**config.mk**
```make
export PLATFORM = sky130hd
export DESIGN_NAME = nca_ctrl
export DESIGN_NICKNAME = d
export VERILOG_FILES = /design/src/rtl/nca_pkg.sv /design/src/rtl/nca_ctrl.sv
export SDC_FILE = /design/constraint.sdc
export NUM_CORES = 1
export LEC_CHECK = 0
export BUFFER_PORTS_ARGS = -buffer_cell sky130_fd_sc_hd__buf_2
export CAP_MARGIN = 30
export CORE_AREA = 5 5 42 44
export DETAILED_ROUTE_END_ITERATION = 8
export DIE_AREA = 0 0 47 49
export HOLD_SLACK_MARGIN = 0.02
export SKIP_LAST_GASP = 1
export SLEW_MARGIN = 20
export SYNTH_ARGS = -nofsm -noshare
export SYNTH_HDL_FRONTEND = slang
export SYNTH_SLANG_ARGS = --single-unit
export TNS_END_PERCENT = 20
```
**constraint.sdc**
```tcl
create_clock -name clk -period 2.5 [get_ports clk]
set_clock_uncertainty 0.15 [all_clocks]
set_input_delay 0.125 -clock clk [delete_from_list [all_inputs] [get_ports clk]]
set_output_delay 0.125 -clock clk [all_outputs]
set_load 0.005 [all_outputs]
```
**src/rtl/nca_pkg.sv**
```systemverilog
// ----------------------------------------------------------------------------
// nca_pkg
// Shared widths, register indexes and controller/datapath interface types
// for the nearest centroid assignment core.
// ----------------------------------------------------------------------------
package nca_pkg;

  localparam int MAX_CENTERS = 64;
  localparam int MAX_DIMS    = 256;

  localparam int CIDX_W     = $clog2(MAX_CENTERS);
  localparam int DIDX_W     = $clog2(MAX_DIMS);
  localparam int COORD_W    = 16;
  localparam int NC_W       = 7;
  localparam int ND_W       = 9;
  localparam int DIST_W     = 40;
  localparam int DIFF_W     = COORD_W + 1;
  localparam int SQ_W       = 2 * COORD_W + 1;
  localparam int CADDR_W    = CIDX_W + DIDX_W;
  localparam int CFG_IDX_W  = 1;
  localparam int CFG_DATA_W = 9;

  localparam logic [CFG_IDX_W-1:0] REG_NUM_CENTERS = 1'b0;
  localparam logic [CFG_IDX_W-1:0] REG_NUM_DIMS    = 1'b1;

  localparam logic [NC_W-1:0] NUM_CENTERS_RST = 7'd16;
  localparam logic [ND_W-1:0] NUM_DIMS_RST    = 9'd16;

  localparam logic MODE_LOAD  = 1'b0;
  localparam logic MODE_POINT = 1'b1;

  // commands from the controller to the datapath
  typedef struct packed {
    logic accept;
    logic start;
    logic issue;
    logic load_out;
  } nca_cmd_t;

  // status from the datapath to the controller
  typedef struct packed {
    logic complete;
    logic last_issue;
    logic pipe_busy;
    logic out_free;
  } nca_stat_t;

endpackage

```
**src/rtl/nca_ctrl.sv**
```systemverilog
// ----------------------------------------------------------------------------
// nca_ctrl
// Sequencer: accepts words, launches the distance sweep on point
// completion, waits for the pipeline to drain and hands off the result.
// ----------------------------------------------------------------------------
module nca_ctrl
  import nca_pkg::*;
(
  input  logic      clk,
  input  logic      rst,
  input  logic      in_valid,
  output logic      in_ready,
  input  nca_stat_t stat,
  output nca_cmd_t  cmd
);

  typedef enum logic [3:0] {
    ST_IDLE  = 4'b0001,
    ST_RUN   = 4'b0010,
    ST_DRAIN = 4'b0100,
    ST_DONE  = 4'b1000
  } state_t;

  state_t state, state_next;
  logic   accept;

  assign in_ready = (state == ST_IDLE);
  assign accept   = in_valid && in_ready;

  always_comb begin
    cmd.accept   = accept;
    cmd.start    = accept && stat.complete;
    cmd.issue    = (state == ST_RUN);
    cmd.load_out = (state == ST_DONE) && stat.out_free;
  end

  always_comb begin
    state_next = state;
    unique case (state)
      ST_IDLE: begin
        if (accept && stat.complete) state_next = ST_RUN;
      end
      ST_RUN: begin
        if (stat.last_issue) state_next = ST_DRAIN;
      end
      ST_DRAIN: begin
        if (!stat.pipe_busy) state_next = ST_DONE;
      end
      ST_DONE: begin
        if (stat.out_free) state_next = ST_IDLE;
      end
      default: state_next = ST_IDLE;
    endcase
  end

  always_ff @(posedge clk) begin
    if (rst) begin
      state <= ST_IDLE;
    end else begin
      state <= state_next;
    end
  end

endmodule

```
==> key figures, run 1 <==
Yosys
  • Count of cell types in the netlist: 19
  • Yosys reg bits: 4
  • Portion of the post-synthesis area used by sequential elements: 0.300
  • Post-synthesis average cell area: 8.60 µm²
  • Synth warn: 0
  • Async set-reset flop share out of synthesis: 0
  • Top_reg_cell synth: sky130_fd_sc_hd__dfxtp_1
  • Number of enable-type register cells in the synthesized netlist: 0
  • Cell Area, Synth: 267 µm²
  • Synthesized instance count: 31
  • Synth Net Count: 38

Floorplanning
  • Total I/O pin count: 12
  • Die Area: 0.00230 mm²
  • Row count: 14
  • Die Wd: 47 µm
  • Initial Utilization: 0.190
  • Core box area: 0.00140 mm²
  • Die Span Y: 49 µm

Layout
  • Top register by number of flip-flops: state
  • Largest register FFs: 4
  • Count of nets after finishing: 54
  • Antenna cells: 0
  • Area growth from synthesis to layout: 37.6%
  • Registers with the most flip-flops: state: 4 flops
  • Fraction of layout cells with a size suffix above 1: 0.400

Pwr
  • Combinational share of power: 0.342
  • Leakage power total: 0.146 nW
  • Ratio of total power to cell area: 689 mW/mm²
  • Cell internal pwr: 0.000173 W
  • Net switching power figure: 0.0000796 W
  • Clock network power share: 0.311
  • Largest voltage drop on the vdd net: 0.000260 V
  • Switching part of the total power: 0.315
  • Part of the total power dissipated in sequential elements: 0.347

Worst hold path
  • HP Class: primary input to flop
  • Worst min-delay path startpoint: stat[1]

Route
  • Via density: 4.61
  • Antenna Violating Nets Remaining: 0
  • DR WL/cell: 10.6 µm
  • Vias after detailed routing: 281
  • Total routed wirelength: 646 µm
  • DRC viols: 0
  • Number of iterations in the first detailed-routing pass: 6
  • Number of DRC markers in iteration 0: 3

Placement
  • Port Buf Inserts: 11
  • Last weighted congestion value of the routability-driven placer: 0.763
  • Worst setup slack after placement: 0.772 ns
  • HPWL Detailed: 506 µm

STA
  • RSZ-0062 raised after global routing: no
  • Final Hold Vio Count: 0
  • Worst relative slew slack: 0.608
  • Portion of the clock cycle consumed by the worst path in the final layout: 0.716
  • Min Tclk post-route: 1.79 ns
  • Worst Tran Pin Value: 0.581 ns
  • Setup slack after layout: 0.711 ns
  • Final setup fails: 0
  • Number of pins exceeding their max-slew limit in the final report: 0
  • Upper clock frequency limit: 0.559 GHz
  • Setup TNS: 0 ns

Clock network
  • CTS tree: yes
  • CTS Buf Count: 3
  • Maximum count of clock buffers along a single path: 2
  • Post-cts repair resize count: 0
  • Insertion delay to the later sink of the worst-skew pair: 0.23 ns
  • H-Tree Level Count: 1
  • Clock transition time at the flip-flop clock pins of the worst setup and hold paths: 0.03 ns
  • TritonCTS sink count: 4
  • Cell at the root of the clock tree: sky130_fd_sc_hd__clkbuf_4
  • Count of buffers added by post-CTS timing repair for setup: 0
  • CTS Hold Bufs: 1

Global route
  • Overall fraction of global-route tracks in use: 0.0628
  • Global-route wire length before repair: 1030 µm
  • Vias in the first global route: 253
  • GRT overflow: 0
  • Initial antenna violation count: 0
  • Largest net degree at the start of global routing: 9

Setup path
  • Setup crit start: state[1]
  • Crit-path slowest cell: sky130_fd_sc_hd__or4b_4
  • Worst EP required: 2.23 ns
  • Arrival time at the worst endpoint: 1.51 ns
  • Worst stage delay on the critical path: 0.60 ns
  • Biggest fanout along the worst timing path: 8
  • Kind of launch point of the worst setup path: flop
  • Worst r2r src: state[1]
  • Type of the worst setup path: flop to output port
  • Cells along the critical path: or4b_4 > inv_1 > and2_1 > buf_2
  • Type of destination of the critical path: output port

Flow run
  • Max-cap violations: 0

Status
  • Outcome: complete, no violations
-- logic make-up after synthesis --
logic type             count (synthesis)  synth area share
buffers and inverters                  2            0.0423
AO/OA/AOI/OAI                          9             0.254
AND/OR/NAND/NOR                       15             0.371
XOR/XNOR                               1            0.0329
flip-flops                             4             0.300
-- power by group through the flow --
stage | Combinational [W] | Sequential (W) | Clock, W
after floorplan | 0.0000647 | 0.0000843 | 0
after global routing | 0.0000965 | 0.0000897 | 0.0000863
after global placement | 0.0000853 | 0.0000879 | 0
final | 0.0000863 | 0.0000877 | 0.0000787
after CTS | 0.0000877 | 0.0000877 | 0.0000834
after detailed placement | 0.0000862 | 0.0000886 | 0
-- cells in the final DEF (no fill, tap or decap) --
cell | synthesis | layout
sky130_fd_sc_hd__buf_2 | 0 | 11
sky130_fd_sc_hd__dfxtp_1 | 4 | 4
sky130_fd_sc_hd__nand2_1 | 3 | 3
sky130_fd_sc_hd__nor2_1 | 3 | 3
sky130_fd_sc_hd__a21oi_1 | 3 | 3
sky130_fd_sc_hd__clkbuf_4 | 0 | 3
sky130_fd_sc_hd__nor4b_1 | 2 | 2
sky130_fd_sc_hd__and2_1 | 2 | 2
sky130_fd_sc_hd__nor3b_1 | 2 | 2
sky130_fd_sc_hd__or4b_4 | 1 | 1
sky130_fd_sc_hd__inv_1 | 1 | 1
sky130_fd_sc_hd__and4b_2 | 1 | 1
sky130_fd_sc_hd__o21ai_0 | 1 | 1
sky130_fd_sc_hd__xnor2_1 | 1 | 1
sky130_fd_sc_hd__or3_1 | 1 | 1
sky130_fd_sc_hd__a21oi_2 | 1 | 1
sky130_fd_sc_hd__a311o_1 | 1 | 1
sky130_fd_sc_hd__a211oi_2 | 1 | 1
sky130_fd_sc_hd__a41oi_1 | 1 | 1
sky130_fd_sc_hd__a211oi_1 | 1 | 1
sky130_fd_sc_hd__dlygate4sd3_1 | 0 | 1
-- Yosys cell counts (2+ instances only) --
| library cell | number | area, µm² |
|---|---|---|
| sky130_fd_sc_hd__and2_1 | 2 | 12.5 |
| sky130_fd_sc_hd__dfxtp_1 | 4 | 80.1 |
| sky130_fd_sc_hd__nand2_1 | 3 | 11.3 |
| sky130_fd_sc_hd__nor3b_1 | 2 | 15.0 |
| sky130_fd_sc_hd__nor2_1 | 3 | 11.3 |
| sky130_fd_sc_hd__a21oi_1 | 3 | 15.0 |
| sky130_fd_sc_hd__nor4b_1 | 2 | 17.5 |
-- worst max-delay path: cells and delay by family (launching register included) --
kind	cells	cell delay, ns
AND/OR/NAND/NOR	2	0.72
buffers and inverters	2	0.20
flip-flops	1	0.37
-- metal layers --
layer  GRT usage  routed length, µm  share of wire
met5           0                  0              0
met3      0.0443                 64          0.099
met4      0.0276                  0              0
met2      0.0882                288           0.45
met1      0.0706                294           0.46
-- path summary, 6_finish.rpt --
kind,slack [ns],depth (start not counted),to
setup / recovery,0.71,4,cmd[3]
hold / removal,0.07,3,state[2]
setup reg to reg,0.78,4,state[1]
hold reg to reg,0.49,3,state[2]
-- stage by stage --
| step | utilization | instances | area, µm² | power [W] | hold WS [ns] |
|---|---|---|---|---|---|
| floorplan | - | 31 | 267 | 0.000149 | 0.0396 |
| global placement | 0.238 | 57 | 334 | 0.000173 | 0.188 |
| detailed placement | 0.238 | 57 | 334 | 0.000175 | 0.193 |
| CTS | 0.262 | 61 | 367 | 0.000259 | 0.0484 |
| global route | 0.262 | 61 | 367 | 0.000273 | 0.115 |
| finish | 0.262 | 61 | 367 | 0.000253 | 0.0661 |
-- final cells by class --
cell class	count	area, µm²
inverters	1	3.75
clock buffers	3	22.5
flip-flops and latches	4	80.1
repair buffers	12	65.1
well taps	16	20.0
fillers	173	1030
multi-input cells	25	175
Note: power is estimated with default switching activity, not from simulation.
==> run 2, diff against run 1 <==
--- a/config.mk
+++ b/config.mk
@@ -5,6 +5,7 @@
 export SDC_FILE = /design/constraint.sdc
 export NUM_CORES = 1
 export LEC_CHECK = 0
+export ABC_AREA = 1
 export BUFFER_PORTS_ARGS = -buffer_cell sky130_fd_sc_hd__buf_2
 export CAP_MARGIN = 30
 export CORE_AREA = 5 5 42 44
==> constraint.sdc (replaced) <==
create_clock -name clk -period 1.5 [get_ports clk]
set_clock_uncertainty 0.15 [all_clocks]
set_input_delay 0.075 -clock clk [delete_from_list [all_inputs] [get_ports clk]]
set_output_delay 0.075 -clock clk [all_outputs]
set_load 0.005 [all_outputs]
==> run 2 against run 1 <==
Effect of this change: combinational power increased to 5.5 times the previous value; synthesized cell count rose by 65%; critical path depth rose by 4; non-clock buffer count increased by 3; cell area up 28%; count of clock-buffer cells in the layout did not move; die area did not move; utilization increased by 7.4 points; setup slack worse by 0.59 ns; wire length is 6.7% higher.
==> key figures, run 2 <==
STA
  • Portion of the clock cycle consumed by the worst path in the final layout: 0.917
  • Worst Tran Pin Value: 0.244 ns (-0.338 ns)
  • Upper clock frequency limit: 0.727 GHz
  • Worst relative slew slack: 0.837 (+0.229)
  • Setup TNS: 0 ns (unchanged)
  • Final Hold Vio Count: 0 (unchanged)
  • Final setup fails: 0 (unchanged)
  • Number of pins exceeding their max-slew limit in the final report: 0 (unchanged)
  • Setup slack after layout: 0.124 ns (-0.587 ns)
  • RSZ-0062 raised after global routing: no
  • Min Tclk post-route: 1.38 ns

Pwr
  • Cell internal pwr: 0.000439 W (+150%)
  • Ratio of total power to cell area: 1670 mW/mm² (+140%)
  • Largest voltage drop on the vdd net: 0.000609 V (+130%)
  • Clock network power share: 0.161 (-0.150)
  • Net switching power figure: 0.000349 W (+340%)
  • Combinational share of power: 0.605 (+0.263)
  • Switching part of the total power: 0.443 (+0.128)
  • Leakage power total: 0.261 nW (+79%)
  • Power after layout: 0.000788 W (+210%)
  • Part of the total power dissipated in sequential elements: 0.234 (-0.113)

Yosys
  • Number of enable-type register cells in the synthesized netlist: 0 (unchanged)
  • Library cell with the highest instance count after synthesis: sky130_fd_sc_hd__inv_1
  • Post-synthesis average cell area: 6.67 µm² (-22%)
  • Library cell occupying the most area in the post-synthesis netlist: sky130_fd_sc_hd__dfxtp_1
  • Async set-reset flop share out of synthesis: 0 (unchanged)
  • List of most frequent post-synthesis cells: 9 x sky130_fd_sc_hd__inv_1, 7 x sky130_fd_sc_hd__nor2_1, 6 x sky130_fd_sc_hd__nand2_1
  • Yosys reg bits: 4 (unchanged)
  • Count of cell types in the netlist: 14 (-5)
  • Synth warn: 0 (unchanged)
  • Ranking of synthesized cells by area: sky130_fd_sc_hd__dfxtp_1 24%, sky130_fd_sc_hd__inv_1 9.9%, sky130_fd_sc_hd__nor2_2 9.2%
  • Synthesized instance count: 51 (+65%)
  • Proportion of netlist area held by the largest area contributor: 0.235 (-0.0652)
  • Portion of the post-synthesis area used by sequential elements: 0.235 (-0.0652)
  • Cell Area, Synth: 340 µm² (+28%)
  • Synth Net Count: 58 (+53%)
  • Top_reg_cell synth: sky130_fd_sc_hd__dfxtp_1

Placement
  • Port Buf Inserts: 11 (unchanged)
  • Worst setup slack after placement: 0.263 ns (-0.509 ns)
  • HPWL Detailed: 595 µm (+17%)
  • Last weighted congestion value of the routability-driven placer: 0.785 (+2.8%)
  • Number of placed instances, taps included: 77 (+35%)

Floorplanning
  • Initial Utilization: 0.243 (+0.0527)
  • Die Wd: 47 µm (unchanged)
  • Row count: 14 (unchanged)
  • Die Area: 0.00230 mm² (unchanged)
  • Die Span Y: 49 µm (unchanged)
  • Core box area: 0.00140 mm² (unchanged)
  • Total I/O pin count: 12 (unchanged)

Route
  • Via density: 3.83 (-17%)
  • Total routed wirelength: 689 µm (+6.7%)
  • DRC viols: 0 (unchanged)
  • DR WL/cell: 8.20 µm (-23%)
  • Antenna Violating Nets Remaining: 0 (unchanged)
  • Number of iterations in the first detailed-routing pass: 1 (-5)
  • Number of DRC markers in iteration 0: 0 (-3)
  • Vias after detailed routing: 322 (+15%)

Layout
  • Top register by number of flip-flops: state
  • Count of non-filler cells in the finished layout: 84 (+38%)
  • Register area: 82.6 µm² (+3.1%)
  • Count of nets after finishing: 77 (+43%)
  • Final core area utilization: 0.336 (+0.0741)
  • Area growth from synthesis to layout: 38.2%
  • Fraction of layout cells with a size suffix above 1: 0.544 (+0.144)
  • Largest register FFs: 4 (unchanged)
  • Filler Cells Inserted: 174 (+0.58%)
  • Registers with the most flip-flops: state: 4 flops
  • Most frequent cells in the layout: 11 x sky130_fd_sc_hd__buf_2, 8 x sky130_fd_sc_hd__inv_1, 7 x sky130_fd_sc_hd__nor2_1
  • Antenna cells: 0 (unchanged)
  • Leading cell type in the layout, fill and taps excluded: sky130_fd_sc_hd__buf_2
  • Area used by multi-input combinational logic: 208 µm² (+19%)

Clock network
  • CTS tree: yes
  • Insertion delay to the later sink of the worst-skew pair: 0.23 ns (about the same)
  • TritonCTS sink count: 4 (unchanged)
  • Clock transition time at the flip-flop clock pins of the worst setup and hold paths: 0.03 ns (about the same)
  • Cell at the root of the clock tree: sky130_fd_sc_hd__clkbuf_4
  • H-Tree Level Count: 1 (unchanged)
  • CTS Buf Count: 3 (unchanged)
  • Maximum count of clock buffers along a single path: 2 (unchanged)

Setup path
  • Type of the worst setup path: flop to output port
  • Arrival time at the worst endpoint: 1.15 ns (-0.36 ns)
  • Worst EP required: 1.27 ns (-0.96 ns)
  • Critical register-to-register path endpoint: state[2]
  • Worst r2r src: state[2]
  • Type of destination of the critical path: output port
  • Length in cells of the worst reg-to-reg path: 9 (+5)
  • Biggest fanout along the worst timing path: 4 (-4)
  • Flop2flop setup slack: 0.22 ns (-0.56 ns)
  • Kind of launch point of the worst setup path: flop

Global route
  • Overall fraction of global-route tracks in use: 0.0739 (+0.0112)
  • Largest net degree at the start of global routing: 6 (-3)
  • Vias in the first global route: 313 (+24%)
  • Initial antenna violation count: 0 (unchanged)
  • GRT overflow: 0 (unchanged)
  • Global-route wire length before repair: 1200 µm (+17%)

Worst hold path
  • Hold Path Depth: 4 (+1)
  • Worst min-delay path startpoint: in_valid
  • WHS Endpoint: state[0]
  • HP Class: primary input to flop

Status
  • Outcome: complete, no violations

Flow run
  • Max-cap violations: 0 (unchanged)
run 2: cell types whose count changed after synthesis, moves of 3 or more:
cell                      previous run  this run
sky130_fd_sc_hd__inv_1               1         9
sky130_fd_sc_hd__nor2_2              0         5
sky130_fd_sc_hd__nand2_2             0         4
sky130_fd_sc_hd__nand3_1             0         4
sky130_fd_sc_hd__nor2_1              3         7
sky130_fd_sc_hd__inv_2               0         3
sky130_fd_sc_hd__nand2_1             3         6
sky130_fd_sc_hd__nand3_2             0         3
run 2: layer usage:
| layer | vias to the layer above | global-route usage | wire length [µm] |
|---|---|---|---|
| met3 | 0 | 0.0221 | 31 |
| met1 | 133 | 0.0879 | 314 |
| met2 | 5 | 0.0995 | 342 |
| met5 | - | 0 | 0 |
| li1 | 184 | - | - |
| met4 | 0 | 0.0691 | 0 |
run 2: final cells by class:
type | count | area share
clock buffer | 3 | 0.0479
inverter | 12 | 0.0957
multi-input combinational | 34 | 0.441
sequential | 4 | 0.176
tap | 16 | 0.0426
timing repair buffer | 15 | 0.197
run 2: worst max-delay path by stage:
| stage | startpoint | end | cells past startpoint |
|---|---|---|---|
| detailed placement | state[3] | cmd[2] | 8 |
| finish | state[3] | cmd[2] | 8 |
| global route | state[2] | cmd[2] | 8 |
| global placement | state[1] | state[3] | 7 |
| CTS | state[3] | cmd[2] | 8 |
| floorplan | state[3] | state[2] | 8 |
run 2: what timing repair did:
action	4_1_cts	5_1_grt
gates resized for setup	0	3
hold endpoints to repair	4	0
buffers inserted	0	1
hold buffers	3	0
endpoints found under the setup margin	0	1
run 2: logic make-up (layout without fill, tap and decap cells):
kind of cell	count (synthesis)	count (layout)	share of synthesized area
flip-flops	4	4	0.235
buffers and inverters	13	30	0.154
AND/OR/NAND/NOR	31	31	0.522
AO/OA/AOI/OAI	3	3	0.0882
run 2: power by group through the flow:
stage                     combinational [W]  sequential, W  clock, W
after floorplan                    0.000359       0.000174         0
after global placement             0.000445       0.000179         0
after detailed placement           0.000442       0.000181         0
after CTS                          0.000449       0.000179  0.000134
after global routing               0.000547       0.000188  0.000145
final                              0.000477       0.000184  0.000127
run 2: critical path, stage by stage (launching register included):
cell and delay [ns]:
sky130_fd_sc_hd__dfxtp_2 0.33, sky130_fd_sc_hd__inv_2 0.07, sky130_fd_sc_hd__nand2_2 0.06, sky130_fd_sc_hd__nor2_4 0.11, sky130_fd_sc_hd__inv_2 0.05, sky130_fd_sc_hd__nor2_4 0.08
sky130_fd_sc_hd__nand2_2 0.07, sky130_fd_sc_hd__inv_1 0.05, sky130_fd_sc_hd__buf_2 0.10
run 2: stage by stage:
stage	hold WS (ns)	cell area [µm²]
final	0.140	470
after CTS	0.130	460
after detailed placement	0.100	408
after global placement	0.114	408
after global routing	0.144	470
after floorplan	-0.0126	340
